===== src/rtl/alu8_pkg.sv =====
// ---------------------------------------------------------------------------
// alu8_pkg
// Types, operation codes and helper functions of the 8-bit ALU.
// ---------------------------------------------------------------------------
package alu8_pkg;

  // Operation codes carried on the input tuser
  typedef enum logic [3:0] {
    KIND_ADD = 4'd0,
    KIND_ADC = 4'd1,
    KIND_SUB = 4'd2,
    KIND_SBB = 4'd3,
    KIND_ANA = 4'd4,
    KIND_XRA = 4'd5,
    KIND_ORA = 4'd6,
    KIND_CMP = 4'd7,
    KIND_INR = 4'd8,
    KIND_DCR = 4'd9,
    KIND_RLC = 4'd10,
    KIND_RRC = 4'd11,
    KIND_RAL = 4'd12,
    KIND_RAR = 4'd13,
    KIND_DAA = 4'd14,
    KIND_DAD = 4'd15
  } alu8_kind_e;

  // Decimal adjust constants
  localparam logic [7:0] DAA_LO_CORR = 8'h06;
  localparam logic [7:0] DAA_HI_CORR = 8'h60;
  localparam logic [3:0] NIBBLE_MAX  = 4'hF;
  localparam logic [3:0] BCD_MAX     = 4'd9;

  localparam int unsigned IN_DATA_W  = 56;
  localparam int unsigned OUT_DATA_W = 32;

  // Input payload, first member in the high bits (acc lands in bits 7:0)
  typedef struct packed {
    logic [15:0] pair_in;
    logic [15:0] hl_in;
    logic        parity_in;
    logic        zero_in;
    logic        sign_in;
    logic        aux_in;
    logic        carry_in;
    logic [7:0]  operand;
    logic [7:0]  acc;
  } alu8_in_t;

  // Result payload including the zero padding to 32 bits
  typedef struct packed {
    logic [2:0]  pad;
    logic        aux_carry;
    logic        carry;
    logic        parity;
    logic        zero;
    logic        sign;
    logic [15:0] result_word;
    logic [7:0]  result;
  } alu8_out_t;

  // Byte adder outputs
  typedef struct packed {
    logic       cy;
    logic       ac;
    logic [7:0] sum;
  } alu8_add_t;

  function automatic alu8_add_t add8(input logic [7:0] a, input logic [7:0] b,
                                     input logic c);
    logic [8:0] s;
    logic [8:0] x;
    alu8_add_t  r;
    s     = {1'b0, a} + {1'b0, b} + {8'd0, c};
    x     = s ^ {1'b0, a} ^ {1'b0, b};
    r.cy  = s[8];
    r.ac  = x[4];
    r.sum = s[7:0];
    return r;
  endfunction

  // 1 for an even number of ones
  function automatic logic even_parity(input logic [7:0] v);
    return ~(^v);
  endfunction

endpackage


===== src/rtl/eight_bit_alu_with_bcd_flags.sv =====
// ---------------------------------------------------------------------------
// eight_bit_alu_with_bcd_flags
// 8080-style accumulator ALU: arithmetic, logic, rotates, decimal adjust
// and the 16-bit pair add, with the full five-flag result.
// ---------------------------------------------------------------------------
// Usage:
//   Slave stream s_axis_* carries one operation per transfer: tuser holds
//   the operation code, tdata holds the accumulator, operand, incoming
//   flags and the two register pairs. Master stream m_axis_* returns one
//   result transfer per operation, in order.
//   Path: a transfer is taken into the input register, and its result shows
//   on m_axis when the result register loads it. Throughput: one operation
//   per cycle while m_axis_tready is high, set by the two-register pipeline
//   with a single pass of adders and muxes between them.
//   Stall: when m_axis_tready is low the result holds on the port; the
//   input register still takes one more transfer, and s_axis_tready drops
//   only when both registers are full.
//   Reset: both stage valid flags clear; no result is presented and the
//   block is ready right after reset is released.
// ---------------------------------------------------------------------------
module eight_bit_alu_with_bcd_flags (
  input  logic        clk_i,
  input  logic        rst_ni,
  // Operation input
  input  logic        s_axis_tvalid,
  output logic        s_axis_tready,
  // acc[7:0] operand[15:8] carry_in[16] aux_in[17] sign_in[18] zero_in[19]
  // parity_in[20] hl_in[36:21] pair_in[52:37] zero[55:53]
  input  logic [55:0] s_axis_tdata,
  // kind[3:0]
  input  logic [3:0]  s_axis_tuser,
  // Result output
  output logic        m_axis_tvalid,
  input  logic        m_axis_tready,
  // result[7:0] result_word[23:8] sign[24] zero[25] parity[26] carry[27]
  // aux_carry[28] zero[31:29]
  output logic [31:0] m_axis_tdata
);

  logic                 in_vld_q;
  logic [55:0]          in_data_q;
  logic [3:0]           in_kind_q;
  logic                 out_vld_q;
  alu8_pkg::alu8_out_t  out_q;
  alu8_pkg::alu8_out_t  out_d;
  logic                 out_adv;
  logic                 in_take;

  // Pipeline handshake
  assign out_adv       = !out_vld_q || m_axis_tready;
  assign s_axis_tready = !in_vld_q || out_adv;
  assign in_take       = s_axis_tvalid && s_axis_tready;

  always_ff @(posedge clk_i or negedge rst_ni) begin
    if (!rst_ni) begin
      in_vld_q  <= 1'b0;
      out_vld_q <= 1'b0;
    end else begin
      if (s_axis_tready) begin
        in_vld_q <= s_axis_tvalid;
      end
      if (out_adv) begin
        out_vld_q <= in_vld_q;
      end
    end
  end

  // Input and result payload registers
  always_ff @(posedge clk_i) begin
    if (in_take) begin
      in_data_q <= s_axis_tdata;
      in_kind_q <= s_axis_tuser;
    end
    if (out_adv && in_vld_q) begin
      out_q <= out_d;
    end
  end

  // ALU datapath
  always_comb begin
    alu8_pkg::alu8_in_t   i;
    alu8_pkg::alu8_kind_e kind;
    alu8_pkg::alu8_add_t  ar;
    logic [7:0]           res;
    logic [7:0]           flag_src;
    logic [7:0]           corr;
    logic [16:0]          wsum;
    logic [3:0]           lo;
    logic [3:0]           hi;
    logic                 cy;
    logic                 ac;
    logic                 szp;
    logic                 carry_sel;

    i         = alu8_pkg::alu8_in_t'(in_data_q[52:0]);
    kind      = alu8_pkg::alu8_kind_e'(in_kind_q);
    lo        = i.acc[3:0];
    hi        = i.acc[7:4];
    res       = i.acc;
    flag_src  = i.acc;
    cy        = i.carry_in;
    ac        = i.aux_in;
    szp       = 1'b1;
    corr      = 8'd0;
    carry_sel = 1'b0;
    ar        = '0;
    wsum      = {1'b0, i.hl_in} + {1'b0, i.pair_in};
    out_d     = '0;

    unique case (kind)
      alu8_pkg::KIND_ADD, alu8_pkg::KIND_ADC: begin
        carry_sel = (kind == alu8_pkg::KIND_ADC) && i.carry_in;
        ar        = alu8_pkg::add8(i.acc, i.operand, carry_sel);
        res       = ar.sum;
        flag_src  = ar.sum;
        cy        = ar.cy;
        ac        = ar.ac;
      end
      alu8_pkg::KIND_SUB, alu8_pkg::KIND_SBB, alu8_pkg::KIND_CMP: begin
        // Add of the inverted operand with the inverted borrow
        carry_sel = (kind == alu8_pkg::KIND_SBB) ? !i.carry_in : 1'b1;
        ar        = alu8_pkg::add8(i.acc, ~i.operand, carry_sel);
        res       = (kind == alu8_pkg::KIND_CMP) ? i.acc : ar.sum;
        flag_src  = ar.sum;
        cy        = !ar.cy;
        ac        = ar.ac;
      end
      alu8_pkg::KIND_ANA: begin
        res      = i.acc & i.operand;
        flag_src = res;
        ac       = i.acc[3] | i.operand[3];
        cy       = 1'b0;
      end
      alu8_pkg::KIND_XRA: begin
        res      = i.acc ^ i.operand;
        flag_src = res;
        ac       = 1'b0;
        cy       = 1'b0;
      end
      alu8_pkg::KIND_ORA: begin
        res      = i.acc | i.operand;
        flag_src = res;
        ac       = 1'b0;
        cy       = 1'b0;
      end
      alu8_pkg::KIND_INR: begin
        res      = i.acc + 8'd1;
        flag_src = res;
        ac       = (res[3:0] == 4'd0);
      end
      alu8_pkg::KIND_DCR: begin
        res      = i.acc - 8'd1;
        flag_src = res;
        ac       = (res[3:0] != alu8_pkg::NIBBLE_MAX);
      end
      alu8_pkg::KIND_RLC: begin
        res = {i.acc[6:0], i.acc[7]};
        cy  = i.acc[7];
        szp = 1'b0;
      end
      alu8_pkg::KIND_RRC: begin
        res = {i.acc[0], i.acc[7:1]};
        cy  = i.acc[0];
        szp = 1'b0;
      end
      alu8_pkg::KIND_RAL: begin
        res = {i.acc[6:0], i.carry_in};
        cy  = i.acc[7];
        szp = 1'b0;
      end
      alu8_pkg::KIND_RAR: begin
        res = {i.carry_in, i.acc[7:1]};
        cy  = i.acc[0];
        szp = 1'b0;
      end
      alu8_pkg::KIND_DAA: begin
        if (i.aux_in || (lo > alu8_pkg::BCD_MAX)) begin
          corr = corr | alu8_pkg::DAA_LO_CORR;
        end
        if (i.carry_in || (hi > alu8_pkg::BCD_MAX) ||
            ((hi >= alu8_pkg::BCD_MAX) && (lo > alu8_pkg::BCD_MAX))) begin
          corr = corr | alu8_pkg::DAA_HI_CORR;
          cy   = 1'b1;
        end
        ar       = alu8_pkg::add8(i.acc, corr, 1'b0);
        res      = ar.sum;
        flag_src = ar.sum;
        ac       = ar.ac;
      end
      alu8_pkg::KIND_DAD: begin
        out_d.result_word = wsum[15:0];
        cy                = wsum[16];
        szp               = 1'b0;
      end
      default: begin
        res = i.acc;
      end
    endcase

    out_d.result    = res;
    out_d.carry     = cy;
    out_d.aux_carry = ac;
    if (szp) begin
      out_d.sign   = flag_src[7];
      out_d.zero   = (flag_src == 8'd0);
      out_d.parity = alu8_pkg::even_parity(flag_src);
    end else begin
      out_d.sign   = i.sign_in;
      out_d.zero   = i.zero_in;
      out_d.parity = i.parity_in;
    end
  end

  assign m_axis_tvalid = out_vld_q;
  assign m_axis_tdata  = out_q;

endmodule


===== config.mk =====
export PLATFORM = sky130hd
export DESIGN_NAME = eight_bit_alu_with_bcd_flags
export DESIGN_NICKNAME = d
export VERILOG_FILES = /design/src/rtl/alu8_pkg.sv /design/src/rtl/eight_bit_alu_with_bcd_flags.sv
export SDC_FILE = /design/constraint.sdc
export NUM_CORES = 1
export LEC_CHECK = 0
export BUFFER_PORTS_ARGS = -buffer_cell sky130_fd_sc_hd__buf_2
export CAP_MARGIN = 5
export CORE_ASPECT_RATIO = 1.2
export CORE_MARGIN = 2
export CORE_UTILIZATION = 50
export DETAILED_ROUTE_END_ITERATION = 10
export PLACE_DENSITY = 0.72
export SLEW_MARGIN = 5
export SYNTH_ARGS = -nofsm -noshare
export SYNTH_HDL_FRONTEND = slang
export SYNTH_SLANG_ARGS = --single-unit

===== constraint.sdc =====
create_clock -name clk_i -period 7.5 [get_ports clk_i]
set_input_delay 0.375 -clock clk_i [delete_from_list [all_inputs] [get_ports clk_i]]
set_output_delay 0.375 -clock clk_i [all_outputs]
set_load 0.05 [all_outputs]

---- Word-level counts from Yosys, hierarchy flattened ----
Cells that the tools add are included.
word-level totals
  register bits after elaboration ......... 88
  input bits .............................. 64
  output and inout port bits .............. 34
  logic and storage cells ................. 85
cells by class
  $add $sub $neg .......................... 8
  $lt $le $gt $ge ......................... 3
  eq/ne operators ......................... 16
  muxes and demuxes ....................... 11
  bitwise gates (word level) .............. 12
  reduce and logical (&&, ||, !) cells .... 24
operators with widths
  cell                   count
  $pmux W8 S12           1
  $pmux W8 S8            1
  $eq A4 B4 Y1 const B   8
  $xor A5 B5 Y5          6
  $add A8 B8 Y9          2
  $add A9 B1 Y9          2
  $add A16 B16 Y17       1
  $eq A4 B3 Y1 const B   4
  $mux W8                2
  $pmux W1 S7            2
  $add A8 B1 Y8 const B  1
  $add A8 B8 Y8          1
  $and A8 B8 Y8          1
  $eq A4 B2 Y1 const B   2
  $gt A4 B4 Y1 const B   2
  $logic_not A4 Y1       2
  $logic_not A8 Y1       1
  $not A8 Y8             1
  $or A8 B8 Y8           1
  $reduce_or A2 Y1       4
  $reduce_xor A8 Y1      1
  $sub A8 B1 Y8 const B  1
  $xor A8 B8 Y8          1
  $mux W7                1
  other kinds (12)       25

---- Depth between registers and ports, before layout ----
  word-level depth ........................ 10
  depth in mapped cells ................... 18
  gate-level depth less buffers ........... 16

---- Least setup slack after synthesis ----
OpenSTA, ideal clock, no wires.
  path type ............................... register to register
  start point ............................. register in_data_q[0]
  end point ............................... register out_q (netlist bit m_axis_tdata[26]) (data pin)
  setup time .............................. 0.269 ns
  data arrival time ....................... 3.835 ns
  required time ........................... 7.231 ns
  setup slack ............................. 3.396 ns
  stages on the path, launching flop included .. 18
  buffers on the path ..................... 1
  clock period less this slack ............ 4.104 ns
  path through ............................ edfxtp_1 > clkbuf_1 > inv_1 > ha_1 > o21ai_0 > a21o_1 > ha_1 > fa_1 > a41o_1 > a21oi_1 > xnor2_1 > a2111oi_1 > o2111ai_1 > o21ai_0 > ha_1 > xnor2_1 > xnor2_1 > a21oi_1
RTL lines
  element                 RTL line                            RTL
  start, declared         eight_bit_alu_with_bcd_flags.sv:41  logic [55:0] in_data_q;
  start signal, assigned  eight_bit_alu_with_bcd_flags.sv:71  in_data_q <= s_axis_tdata;
  end signal, assigned    eight_bit_alu_with_bcd_flags.sv:75  out_q <= out_d;
  end, declared           eight_bit_alu_with_bcd_flags.sv:44  alu8_pkg::alu8_out_t out_q;

==> flow_summary.json <==
{
  "cts_setup_buffers": 0,
  "die_area_um2": 13100,
  "cap_violations": 0,
  "synth_edf_count": 86,
  "grt_use_total_pct": 23.3,
  "cts.sinks": 88,
  "layout.nets": 787,
  "placed_cell_area_um2": 6640,
  "wl_um": 15000,
  "cp.arrival_ns": 5.04,
  "grt_pass1_wl_um": 24000,
  "required_ns": 7.57,
  "critPathMaxStageDelay_ns": 0.80,
  "synth_cell_types": 72,
  "synth.avg_cell_area_um2": 10.3,
  "overflow": 0,
  "crit_path_end_kind": "register",
  "drtPass1Iterations": 5,
  "critPathKind": "reg -> reg",
  "hpwl_um": 11000,
  "p_per_area_nw_per_um2": 211,
  "drtIter0Drc": 355,
  "hold_class": "in -> reg",
  "start_kind": "register",
  "rows": 44,
  "cts_buffers": 9,
  "crit_slowest_cell": "edfxtp_1",
  "status": "finished clean",
  "cts_tree": "built",
  "portBuffers": 91,
  "fin_total_pwr_mw": 1.47,
  "ys_ff_latch": 88,
  "initial_core_util_pct": 50.6,
  "die_y_um": 125,
  "comb_power_share_pct": 26.9,
  "p_switching_mw": 0.477,
  "yosysWarningCount": 0,
  "vias_per_cell": 5.97,
  "fin_worst_hold_slack_ns": 0.200,
  "clock_latency_ns": 0.35,
  "die_w_um": 105,
  "clk_pin_slew_ns": 0.07,
  "grt_pass1_vias": 4894,
  "seq_power_share_pct": 41.8,
  "synth-seq-area-share_pct": 43.3,
  "tightest_slew_ns": 0.856,
  "design_area_um2": 6950,
  "htreeDepth": 3,
  "crit_buf_inv": 1,
  "hold_viol_final": 0,
  "final_max_slew_viol_count": 0,
  "synthArstFlopShare_pct": 2.27,
  "drc": 0,
  "critical_path.cell_chain": "inv_1, ha_1, o21ai_0, a311oi_1, o21bai_1, ha_1, a41o_1, a21oi_1, xnor2_1, a2111oi_1, o2111ai_1, o21ai_0, ha_1, xnor2_1, xnor2_1, a21oi_1",
  "syn_area_um2": 6080,
  "syn_inst": 589,
  "p_clk_share_pct": 31.3,
  "coreArea_um2": 12000,
  "diodes": 0,
  "p_leak_nw": 2.81,
  "gp_congestion": 0.995,
  "critPathMaxFanout": 17,
  "max-vdd-ir-drop_mv": 0.109,
  "clockBufferDepth": 2,
  "final.period_utilization_pct": 66.2,
  "antenna_found_initial": 0,
  "vias": 4966,
  "post-route-util_pct": 57.9,
  "fmax_mhz": 201,
  "num_io_pins": 98,
  "final_antenna_net_count": 0,
  "crit_family": "compound AO/OA/AOI/OAI gates",
  "area_growth_syn_to_layout_pct": 14.3,
  "grt_max_degree": 58,
  "switching_share_pct": 32.5,
  "synth-main-ff-cell": "edfxtp_1",
  "maxSlewHeadroom_pct": 42.1,
  "rsz0062_at_grt": "no",
  "fin_tns_setup_ns": 0,
  "fin_crit_ns": 4.96,
  "post_route_cells_drive_above_1_share_pct": 18.5,
  "intPower_mw": 0.992,
  "setup_violations": 0,
  "avgRoutedWirePerCell_um": 18.0,
  "finClkSkew_ns": 0.00499,
  "clockRootBuffer": "clkbuf_16"
}
## power by group through the flow
stage	registers (mW)	logic (mW)	clock network [mW]
floorplan	0.673	0.243	0
global placement	0.623	0.385	0
detailed placement	0.624	0.390	0
CTS	0.614	0.392	0.467
global route	0.617	0.432	0.484
finish	0.613	0.396	0.460
## final cells by class
type / count / area (um^2)
Sequential cell: 88 / 2630
Inverter: 28 / 105
Timing Repair Buffer: 98 / 510
Clock inverter: 7 / 76.3
Clock buffer: 9 / 225
Fill cell: 1070 / 5050
Multi-Input combinational cell: 441 / 3200
Tap cell: 161 / 201
## timing repair
action                    4_1_cts  5_1_grt
resized for setup               0        0
hold buffers                    1        0
hold endpoints to repair        2        0
## layer usage
metal | routed length (um) | track usage [%] | up-vias | share of wire, %
met4 | 748 | 13.2 | 0 | 5.0
met1 | 5970 | 28.6 | 2312 | 40
met5 | 0 | 0 | - | 0
met2 | 7340 | 39.5 | 210 | 49
met3 | 951 | 3.19 | 51 | 6.3
li1 | - | - | 2393 | -
## flip-flops by register name (all words and copies together) (netlist names)
| name | cells |
|---|---|
| in_data_q | 53 |
| in_kind_q | 4 |
| in_vld_q | 1 |
| m_axis_tdata | 29 |
| m_axis_tvalid | 1 |
## worst register-to-register path: stages, from the launching register on
cell and delay (ns):
edfxtp_1 0.80, inv_1 0.28, ha_1 0.36, o21ai_0 0.36
a311oi_1 0.15, o21bai_1 0.30, ha_1 0.32, a41o_1 0.26
a21oi_1 0.20, xnor2_1 0.09, a2111oi_1 0.56, o2111ai_1 0.24
o21ai_0 0.13, ha_1 0.26, xnor2_1 0.17, xnor2_1 0.14
a21oi_1 0.08
## kinds of logic after synthesis
kind of cell	synth area share, %
adder cells (fa/ha/maj)	12.6
XOR/XNOR	4.18
AND/OR/NAND/NOR	14.4
multiplexers	2.20
flip-flops	43.3
AO/OA/AOI/OAI	18.9
other	0.0617
buffers and inverters	4.26
## placed cells by master, fill, tap and decap left out, drive strengths merged, types with 9 or more instances in the layout
| cell type | count |
|---|---|
| o21ai | 36 |
| clkbuf | 9 |
| a21oi | 30 |
| inv | 30 |
| mux2i | 10 |
| a21o | 9 |
| and2 | 11 |
| nor2b | 10 |
| buf | 97 |
| xor2 | 9 |
| ha | 51 |
| nand2b | 11 |
| xnor2 | 20 |
| nor3 | 15 |
| o22ai | 10 |
| nand2 | 39 |
| nand3 | 13 |
| nor2 | 34 |
| edfxtp | 86 |
| a31oi | 9 |
## metrics by stage
step | instances | setup WS (ns)
after floorplan | 591 | 3.40
after global routing | 832 | 2.17
after global placement | 815 | 2.69
after detailed placement | 815 | 2.64
after CTS | 832 | 2.61
final | 832 | 2.54
## Yosys cell counts (3+ instances only)
master / number / share of area, %
o2111ai_1: 4 / 0.58
nor4_1: 4 / 0.41
nor2b_1: 10 / 1.0
nand2_1: 39 / 2.4
edfxtp_1: 86 / 42
nand3_1: 13 / 1.1
and3_1: 4 / 0.41
a21boi_0: 3 / 0.37
a211oi_1: 8 / 0.99
o21bai_1: 6 / 0.74
fa_1: 6 / 2.0
a21oi_1: 30 / 2.5
a22oi_1: 5 / 0.62
buf_2: 9 / 0.74
clkbuf_1: 15 / 0.93
or3_1: 6 / 0.62
or2_2: 3 / 0.31
nor2_1: 34 / 2.1
o32ai_1: 4 / 0.58
o21ai_0: 34 / 2.8
and2_1: 10 / 1.0
xor2_1: 9 / 1.3
buf_4: 4 / 0.49
a32o_1: 4 / 0.66
a31oi_1: 9 / 0.93
o211ai_1: 5 / 0.62
buf_1: 6 / 0.37
a32oi_1: 4 / 0.58
o21a_1: 6 / 0.74
nand2b_1: 11 / 1.1
a221o_1: 3 / 0.49
o22ai_1: 10 / 1.0
mux2i_1: 10 / 1.6
inv_1: 26 / 1.6
nor3_1: 13 / 1.1
a21o_1: 9 / 1.1
ha_1: 51 / 10
xnor2_1: 20 / 2.9
nand4_1: 8 / 0.82
a222oi_1: 5 / 0.82
## final timing paths
check                                       start                    endpoint  slack (ns)  depth (start not counted)
setup / recovery           in_data_q[0]$_DFFE_PP_  m_axis_tdata[26]$_DFFE_PP_        2.54                         16
hold / removal                   s_axis_tdata[19]     in_data_q[19]$_DFFE_PP_        0.20                          1
setup reg to reg           in_data_q[0]$_DFFE_PP_  m_axis_tdata[26]$_DFFE_PP_        2.54                         16
hold reg to reg              in_vld_q$_DFFE_PN0N_   m_axis_tvalid$_DFFE_PN0P_        0.50                          1
max in group asynchronous                  rst_ni        in_vld_q$_DFFE_PN0N_        7.05                          2
min in group asynchronous                  rst_ni   m_axis_tvalid$_DFFE_PN0P_        0.35                          2
No activity file was read; power rests on OpenSTA's default activity.
